**src/rtl/core/sabv_pkg.sv**
```systemverilog
// Shared types, widths and constants for the signed angle block.
// The arctangent table is built at elaboration; no dependencies.
`default_nettype none

package sabv_pkg;

  localparam int COMP_W       = 16;
  localparam int ANGLE_FRAC   = 13;
  localparam int ANGLE_W      = ANGLE_FRAC + 3;
  localparam int MAG_W        = COMP_W + 1;
  localparam int SCALE_EXP    = 14;             // scaled max magnitude in [2^14, 2^15]
  localparam int SC_W         = SCALE_EXP + 3;  // signed scaled component
  localparam int PROD_W       = 2 * SC_W;
  localparam int DOT_W        = PROD_W + 2;
  localparam int SQ_W         = 64;
  localparam int ROOT_W       = SQ_W / 2;
  localparam int REM_W        = ROOT_W + 4;
  localparam int PRESCALE     = 20;
  localparam int XW           = DOT_W + PRESCALE;
  localparam int ZW           = 64;
  localparam int CORDIC_STEPS = 48;
  localparam int TAB_FRAC     = 60;
  localparam int ROUND_SHIFT  = TAB_FRAC - ANGLE_FRAC;
  localparam int PREP_STAGES  = 7;
  localparam int LATENCY      = PREP_STAGES + ROOT_W + CORDIC_STEPS + 2;

  typedef struct packed {
    logic signed [COMP_W-1:0] first_x;
    logic signed [COMP_W-1:0] first_y;
    logic signed [COMP_W-1:0] first_z;
    logic signed [COMP_W-1:0] second_x;
    logic signed [COMP_W-1:0] second_y;
    logic signed [COMP_W-1:0] second_z;
  } sabv_in_t;

  typedef struct packed {
    logic signed [ANGLE_W-1:0] signed_angle;
    logic                      degenerate;
  } sabv_out_t;

  typedef struct packed {
    logic neg;
    logic degen;
  } sabv_flags_t;

  typedef struct packed {
    sabv_flags_t              flags;
    logic signed [DOT_W-1:0]  dot;
  } sabv_side_t;

  typedef logic [ZW-1:0] atan_tab_t [CORDIC_STEPS];

  // unsigned quotient by shift and subtract, used only while building the table
  function automatic logic [ZW-1:0] udiv(input logic [ZW-1:0] num,
                                         input logic [ZW-1:0] den);
    logic [ZW-1:0] q;
    logic [ZW:0]   rem;
    q   = '0;
    rem = '0;
    for (int b = ZW - 1; b >= 0; b--) begin
      rem = {rem[ZW-1:0], num[b]};
      if (rem >= {1'b0, den}) begin
        rem  = rem - {1'b0, den};
        q[b] = 1'b1;
      end
    end
    return q;
  endfunction

  // atan(1/n) in Q60, truncated alternating series
  function automatic logic [ZW-1:0] atan_inv(input logic [ZW-1:0] n);
    logic [ZW-1:0] t;
    logic [ZW-1:0] sum;
    logic [ZW-1:0] k;
    t   = udiv(ZW'(1) << TAB_FRAC, n);
    sum = '0;
    k   = '0;
    while (t != '0) begin
      if (k[0] == 1'b0) begin
        sum = sum + udiv(t, ZW'(2) * k + ZW'(1));
      end else begin
        sum = sum - udiv(t, ZW'(2) * k + ZW'(1));
      end
      t = udiv(t, n * n);
      k = k + ZW'(1);
    end
    return sum;
  endfunction

  // atan(2^-i) in Q60; Machin's formula for i = 0
  function automatic logic [ZW-1:0] atan_pow2(input int i);
    logic [ZW-1:0] sum;
    int            e;
    sum = '0;
    if (i == 0) begin
      sum = ZW'(4) * atan_inv(ZW'(5)) - atan_inv(ZW'(239));
    end else begin
      for (int k = 0; k < TAB_FRAC; k++) begin
        e = i * (2 * k + 1);
        if (e <= TAB_FRAC) begin
          if ((k & 1) == 0) begin
            sum = sum + udiv(ZW'(1) << (TAB_FRAC - e), ZW'(2 * k + 1));
          end else begin
            sum = sum - udiv(ZW'(1) << (TAB_FRAC - e), ZW'(2 * k + 1));
          end
        end
      end
    end
    return sum;
  endfunction

  function automatic atan_tab_t build_atan_tab();
    atan_tab_t tab;
    for (int i = 0; i < CORDIC_STEPS; i++) begin
      tab[i] = atan_pow2(i);
    end
    return tab;
  endfunction

  localparam atan_tab_t ATAN_TAB = build_atan_tab();

  localparam logic [ZW-1:0] PI_Q       = ATAN_TAB[0] << 2;
  localparam logic [ZW-1:0] HALF_PI_Q  = ATAN_TAB[0] << 1;
  localparam logic [ZW-1:0] ROUND_HALF = ZW'(1) << (ROUND_SHIFT - 1);
  localparam logic [ZW-1:0] PI_R       = (PI_Q + ROUND_HALF) >> ROUND_SHIFT;
  localparam logic [ZW-1:0] HALF_PI_R  = (HALF_PI_Q + ROUND_HALF) >> ROUND_SHIFT;

  localparam logic signed [ANGLE_W-1:0] ANGLE_PI      = ANGLE_W'(PI_R);
  localparam logic signed [ANGLE_W-1:0] ANGLE_HALF_PI = ANGLE_W'(HALF_PI_R);

endpackage

`default_nettype wire

```
**src/rtl/core/sabv_final.sv**
```systemverilog
// Output stage: clamp, round to the output format, apply sign and
// the zero-length override. Uses sabv_pkg.
`default_nettype none

module sabv_final (
  input  wire                             clk,
  input  wire                             rst,
  input  wire                             in_valid,
  input  wire signed [sabv_pkg::ZW-1:0]   z,
  input  sabv_pkg::sabv_flags_t           flags,
  output logic                            done,
  output sabv_pkg::sabv_out_t             result
);
  import sabv_pkg::*;

  logic [ZW-1:0]      zq, r;
  logic [ANGLE_W-1:0] mag;
  sabv_out_t          result_next;

  always_comb begin
    if (z[ZW-1]) begin
      zq = '0;
    end else if ($unsigned(z) > PI_Q) begin
      zq = PI_Q;
    end else begin
      zq = $unsigned(z);
    end
    r = (zq + ROUND_HALF) >> ROUND_SHIFT;
    if (r > PI_R) r = PI_R;
    mag = r[ANGLE_W-1:0];

    if (flags.degen) begin
      result_next.signed_angle = ANGLE_HALF_PI;
      result_next.degenerate   = 1'b1;
    end else begin
      result_next.signed_angle = flags.neg ? $signed(-mag) : $signed(mag);
      result_next.degenerate   = 1'b0;
    end
  end

  always_ff @(posedge clk) begin
    if (rst) begin
      done <= 1'b0;
    end else begin
      done <= in_valid;
    end
  end

  always_ff @(posedge clk) begin
    result <= result_next;
  end

endmodule

`default_nettype wire

```
**config.mk**
```make
export PLATFORM = sky130hd
export DESIGN_NAME = sabv_final
export DESIGN_NICKNAME = d
export VERILOG_FILES = /design/src/rtl/core/sabv_pkg.sv /design/src/rtl/core/sabv_final.sv
export SDC_FILE = /design/constraint.sdc
export NUM_CORES = 1
export LEC_CHECK = 0
export ABC_AREA = 1
export CAP_MARGIN = 25
export CORE_MARGIN = 4
export CORE_UTILIZATION = 65
export CTS_BUF_LIST = sky130_fd_sc_hd__clkbuf_16
export DETAILED_ROUTE_END_ITERATION = 12
export DONT_BUFFER_PORTS = 1
export PLACE_DENSITY_LB_ADDON = 0.08
export SYNTH_ARGS = -nofsm -noshare
export SYNTH_HDL_FRONTEND = slang
export SYNTH_SLANG_ARGS = --single-unit
```
**constraint.sdc**
```tcl
create_clock -name clk -period 5.8 [get_ports clk]
set_input_delay 1.16 -clock clk [delete_from_list [all_inputs] [get_ports clk]]
set_output_delay 1.16 -clock clk [all_outputs]
set_load 0.01 [all_outputs]
```
Word-level counts from Yosys, hierarchy flattened

Cells that the tools add are included.

Flip-flop bits (word level): 18
Latch bits: 0
Memory bits (writable): 0
Memory bits (read-only): 0
Bits of input ports: 69
Output and inout port bits: 18
Word-level logic and storage cells: 12
Memories: 0

Add/sub/neg operators: 2
$mul: 0
Div/mod/pow operators: 0
Order comparisons: 2
Equal/unequal tests: 0
Shifts and indexed selects: 0
Multiplexer cells: 5
Bitwise operators: 0
Reductions and logical operators: 0

Operator list:

| operator                                                                           | count |
|---|---|
| 64-bit by 47-bit adder with 64-bit output (second input constant)                  | 1 |
| 64-bit by 62-bit greater-than comparator with 1-bit output (second input constant) | 1 |
| 64-bit two-way mux                                                                 | 1 |
| 63-bit two-way mux                                                                 | 1 |
| 16-bit two-way mux                                                                 | 2 |
| 17-bit by 15-bit greater-than comparator with 1-bit output (second input constant) | 1 |
| 16-bit negation                                                                    | 1 |
| 1-bit two-way mux                                                                  | 1 |

Logic depth before layout (Yosys ltp)

Depth after elaboration: 8
Gate-level depth with buffers: 35
Gate-level depth less buffers: 32

Worst setup path after synthesis

No wires, ideal clock.

Kind: input port to flip-flop
From: input port z[43] (netlist name)
To: register result[13] (netlist name)
Arrival: 4658 ps
Path slack: 1020 ps
Stages on the path: 31
Cells stage by stage: nor2_1 -> nand2_1 -> nor2_1 -> nand4_1 -> nor2_2 -> nand2_1 -> nand2_1 -> nand2_2 -> buf_12 -> buf_6 -> a21oi_1 -> ha_1 -> nand3_4 -> nor2_8 -> nand2_1 -> xor2_1 -> nor2_1 -> nor2_1 -> nand3_1 -> nand2_2 -> nand2_4 -> buf_2 -> nand3_1 -> ha_1 -> inv_1 -> nor3_1 -> a31oi_1 -> a21oi_4 -> nand3_1 -> nand2_1 -> nand3_1

Word-level cells in the longest chain between the ends: 8

Ends and longest elaborated chain:

| what                                                       | RTL line         | source |
|---|---|---|
| start, declared                                            | sabv_final.sv:9  | `input wire signed [sabv_pkg::ZW-1:0] z,` |
| 64-bit by 62-bit greater-than comparator with 1-bit output | sabv_final.sv:23 | `end else if ($unsigned(z) > PI_Q) begin` |
| 63-bit two-way mux (*)                                     | sabv_final.sv:23 |  |
| 64-bit two-way mux (*)                                     | sabv_final.sv:21 | `if (z[ZW-1]) begin` |
| 64-bit by 47-bit adder with 64-bit output (*)              | sabv_final.sv:28 | `r = (zq + ROUND_HALF) >> ROUND_SHIFT;` |
| 17-bit by 15-bit greater-than comparator with 1-bit output | sabv_final.sv:29 | `if (r > PI_R) r = PI_R;` |
| 16-bit two-way mux (*)                                     | sabv_final.sv:29 |  |
| 16-bit negation                                            | sabv_final.sv:36 | `result_next.signed_angle = flags.neg ? $signed(-mag) : $signed(mag);` |
| 16-bit two-way mux (*)                                     | sabv_final.sv:36 |  |
| end signal, assigned                                       | sabv_final.sv:50 | `result <= result_next;` |
| end, declared                                              | sabv_final.sv:12 | `output sabv_pkg::sabv_out_t result` |

Every way passes the cells marked *; elsewhere a longest branch is shown, timed or not.
A chain may end at the register's enable or synchronous reset.

Final worst setup path

From: input port z[59] (netlist name)
To: register result[13] (netlist name)

The elaborated chain is that of the path after synthesis.

==> impl_metrics.csv <==
group,metric,value,unit
run_status,status,"complete, no violations",
placed_design,io_buffers,0,
synthesis,synthCells,372,
die,die_w,65.6,µm
power,power.leakage,1.14,nW
drt,wirelength,4750,µm
placed_design,place.gp.congestion,0.917,
final_layout,utilization,72.0,%
drt,postRouteAntennaNets,0,
final_layout,antenna_cells,0,
synthesis,synthAdderAreaFrac,1.16,%
synthesis,synth.avg_cell_area,5.81,µm²
drt,drt_iter0_drc,95,
sta,setup_viol,0,
synthesis,yosysWarnings,0,
grt,antenna_found_initial,0,
grt,grt_max_degree,21,
grt,grt_util_all_layers,22.9,%
job,cap_viol_max_count,0,
die,start_util,69.0,%
die,core,3130,µm²
synthesis,syn-num-nets,443,
synthesis,yosysSeqAreaShare,16.7,%
synthesis,synth_simple_gate_area_share,55.9,%
synthesis,synth.distinct_cells,40,
drt,detail_route.first_pass.iterations,5,
grt,grt_pass1_vias,1989,
min_path,min_path_cells,0,
worst_setup_path,start_kind,"input pin",
sta,min_period,4.91,ns
synthesis,synth-edff-count,0,
cts,htreeDepth,1,
cts,cts_root_buffer,"clkbuf_16",
drt,via_count,2209,
die,die_h,65.6,µm
min_path,hold_class,"input pin to flop",
drt,drc,0,
synthesis,synth-xor-area-share,1.22,%
cts,cts_max_path_buffers,2,
final_layout,drive_gt1_share,15.9,%
worst_setup_path,cp.arrival,5.04,ns
synthesis,synthMuxAreaShare,0,%
worst_setup_path,critPathKind,"input pin to flop",
cts,clkTransAtPathRegs,0.05,ns
grt,grt_pass1_wl,8110,µm
sta,final_hold_viol_count,0,
worst_setup_path,crit_required,5.93,ns
cts,clock_sinks,18,
die,die_area,4310,µm²
sta,slew_headroom,68.1,%
placed_design,hpwlAfterDp,4020,µm
sta,drv_slew,0,
worst_setup_path,cp_max_fo,20,
sta,period_share,84.7,%
synthesis,synth_top_family_by_area,"simple AND/OR/NAND/NOR gates",
synthesis,synth_compound_area_share,11.9,%
cts,cts_buffers,3,
synthesis,ys_seq_elements,18,
sta,rsz0062_at_grt,"false",
grt,grt-ovfl-total,0,
worst_setup_path,cp-end-kind,"flop",
synthesis,async_reset_ff_share,0,%
drt,vias_per_cell,5.31,
final_layout,fillers,278,
cts,ctsResizeCount,0,
final_layout,layout-area-overhead-vs-synth,4.29,%
min_path,holdCritStartpoint,"flags[0]",
power,powerDensity,169,nW/µm²
drt,wl_per_cell,11.4,µm
synthesis,syn_area,2160,µm²
cts,cts_setup_buffers,0,
min_path,holdPathEnd,"result[0]",
sta,setup_tns,0,ns
die,io_pins,87,
cts,cts.hold.buffers_added,0,
sta,tightest_slew,0.477,ns
power,vdd_drop_max,0.0803,mV
synthesis,ys.flop_type,"dfxtp_1",
die,num_rows,20,
sta,fmaxAchievable,204,MHz
cts,cts_tree,"yes",
final_layout,nets,444,
==> critical path: stages <==
cell and delay (ns):
nor2_1 0.10, nand3_1 0.09, nor2_2 0.16, nand4_1 0.12, nor2_2 0.11, nand2_1 0.06, nand2_1 0.07, nand2_2 0.28
a21oi_4 0.27, ha_1 0.23, nand3_4 0.13, nor2_8 0.15, nand2_1 0.08, xor2_1 0.22, nor2_1 0.10, nor2_1 0.09
nand3_1 0.08, nand2_2 0.10, nand2_4 0.12, nand3_1 0.12, ha_1 0.17, inv_1 0.04, nor3_1 0.30, a31oi_1 0.24
a21oi_4 0.22, nand3_1 0.09, nand2_1 0.07, nand3_1 0.06
==> layout by cell type, fill, tap and decap left out, types with 2 or more instances in the layout <==
cell type,count
a21oi_1,15
a21oi_4,2
clkbuf_16,3
clkinv_1,4
dfxtp_1,18
ha_1,2
inv_1,55
inv_2,7
nand2_1,97
nand2_2,15
nand2_4,3
nand3_1,29
nand3_2,8
nand3_4,2
nand4_1,11
nor2_1,47
nor2_2,10
nor2_4,3
nor2_8,2
nor3_1,6
nor4_1,2
o21ai_0,11
o21ai_1,4
xnor2_1,2
==> metal layers <==
metal  vias up  wire length, µm  global-route usage [%]
li1       1179                -                       -
met1       947             2120                    28.8
met3         6              308                    2.91
met5         -                0                       0
met4         0               38                    6.48
met2        77             2280                    40.6
==> final cells by class <==
type / count / area, µm² / area share, %
sequential: 18 / 360 / 16.0
clock inverter: 1 / 3.75 / 0.167
inverter: 65 / 244 / 10.8
multi-input combinational: 285 / 1510 / 67.2
tap: 44 / 55.1 / 2.44
clock buffer: 3 / 75.1 / 3.33
==> cell usage after synthesis, types with 3 or more instances <==
library cell,instances,area [µm²]
nand2_4,3,33.8
o21ai_0,11,55.1
nand4_1,11,68.8
nor2_1,47,176
inv_2,7,26.3
clkinv_1,3,11.3
a21oi_1,15,75.1
nand2_2,15,93.8
o21ai_1,4,20.0
dfxtp_1,18,360
nand3_1,29,145
nand3_2,8,80.1
nor2_4,3,33.8
nand2_1,97,364
nor3_1,6,30.0
nor2_2,10,62.6
inv_1,55,206
==> how the worst max path moves through the flow <==
stage | startpoint | to | slack (ns) | cells after the start
after global routing | z[59] | result[11] | 0.24 | 29
final | z[59] | result[13] | 0.89 | 28
after detailed placement | z[59] | result[13] | 0.63 | 28
after global placement | z[59] | result[13] | 0.73 | 28
after CTS | z[59] | result[13] | 0.88 | 28
after floorplan | z[43] | result[13] | 1.02 | 31
==> sequential cells by signal, indices dropped and copies added, names as in the netlist <==
name and flops:
result 17, done 1
==> where the power goes <==
part           internal, mW  switching [mW]
combinational        0.0348          0.0655
sequential            0.135         0.00971
clock                0.0915          0.0433
total                 0.262           0.119
==> cells by family (layout without fill, tap and decap cells) <==
family / count (synthesis) / count (layout)
xor+xnor: 3 / 3
compound gates: 41 / 41
fa+ha+maj: 2 / 2
buf+inv: 69 / 69
simple gates: 239 / 239
flops: 18 / 18
==> metrics by stage <==
| stage | worst slack (ns) | total power [mW] | hold WS [ns] | area (µm²) | std cells |
|---|---|---|---|---|---|
| after CTS | 0.879 | 0.382 | 0.933 | 2250 | 416 |
| after detailed placement | 0.629 | 0.247 | 1.19 | 2170 | 412 |
| after global routing | 0.236 | 0.404 | 0.929 | 2250 | 416 |
| final | 0.889 | 0.380 | 0.936 | 2250 | 416 |
| after global placement | 0.733 | 0.245 | 1.19 | 2170 | 412 |
| after floorplan | 1.02 | 0.235 | 1.19 | 2160 | 372 |
No activity file was read; power rests on OpenSTA's default activity.
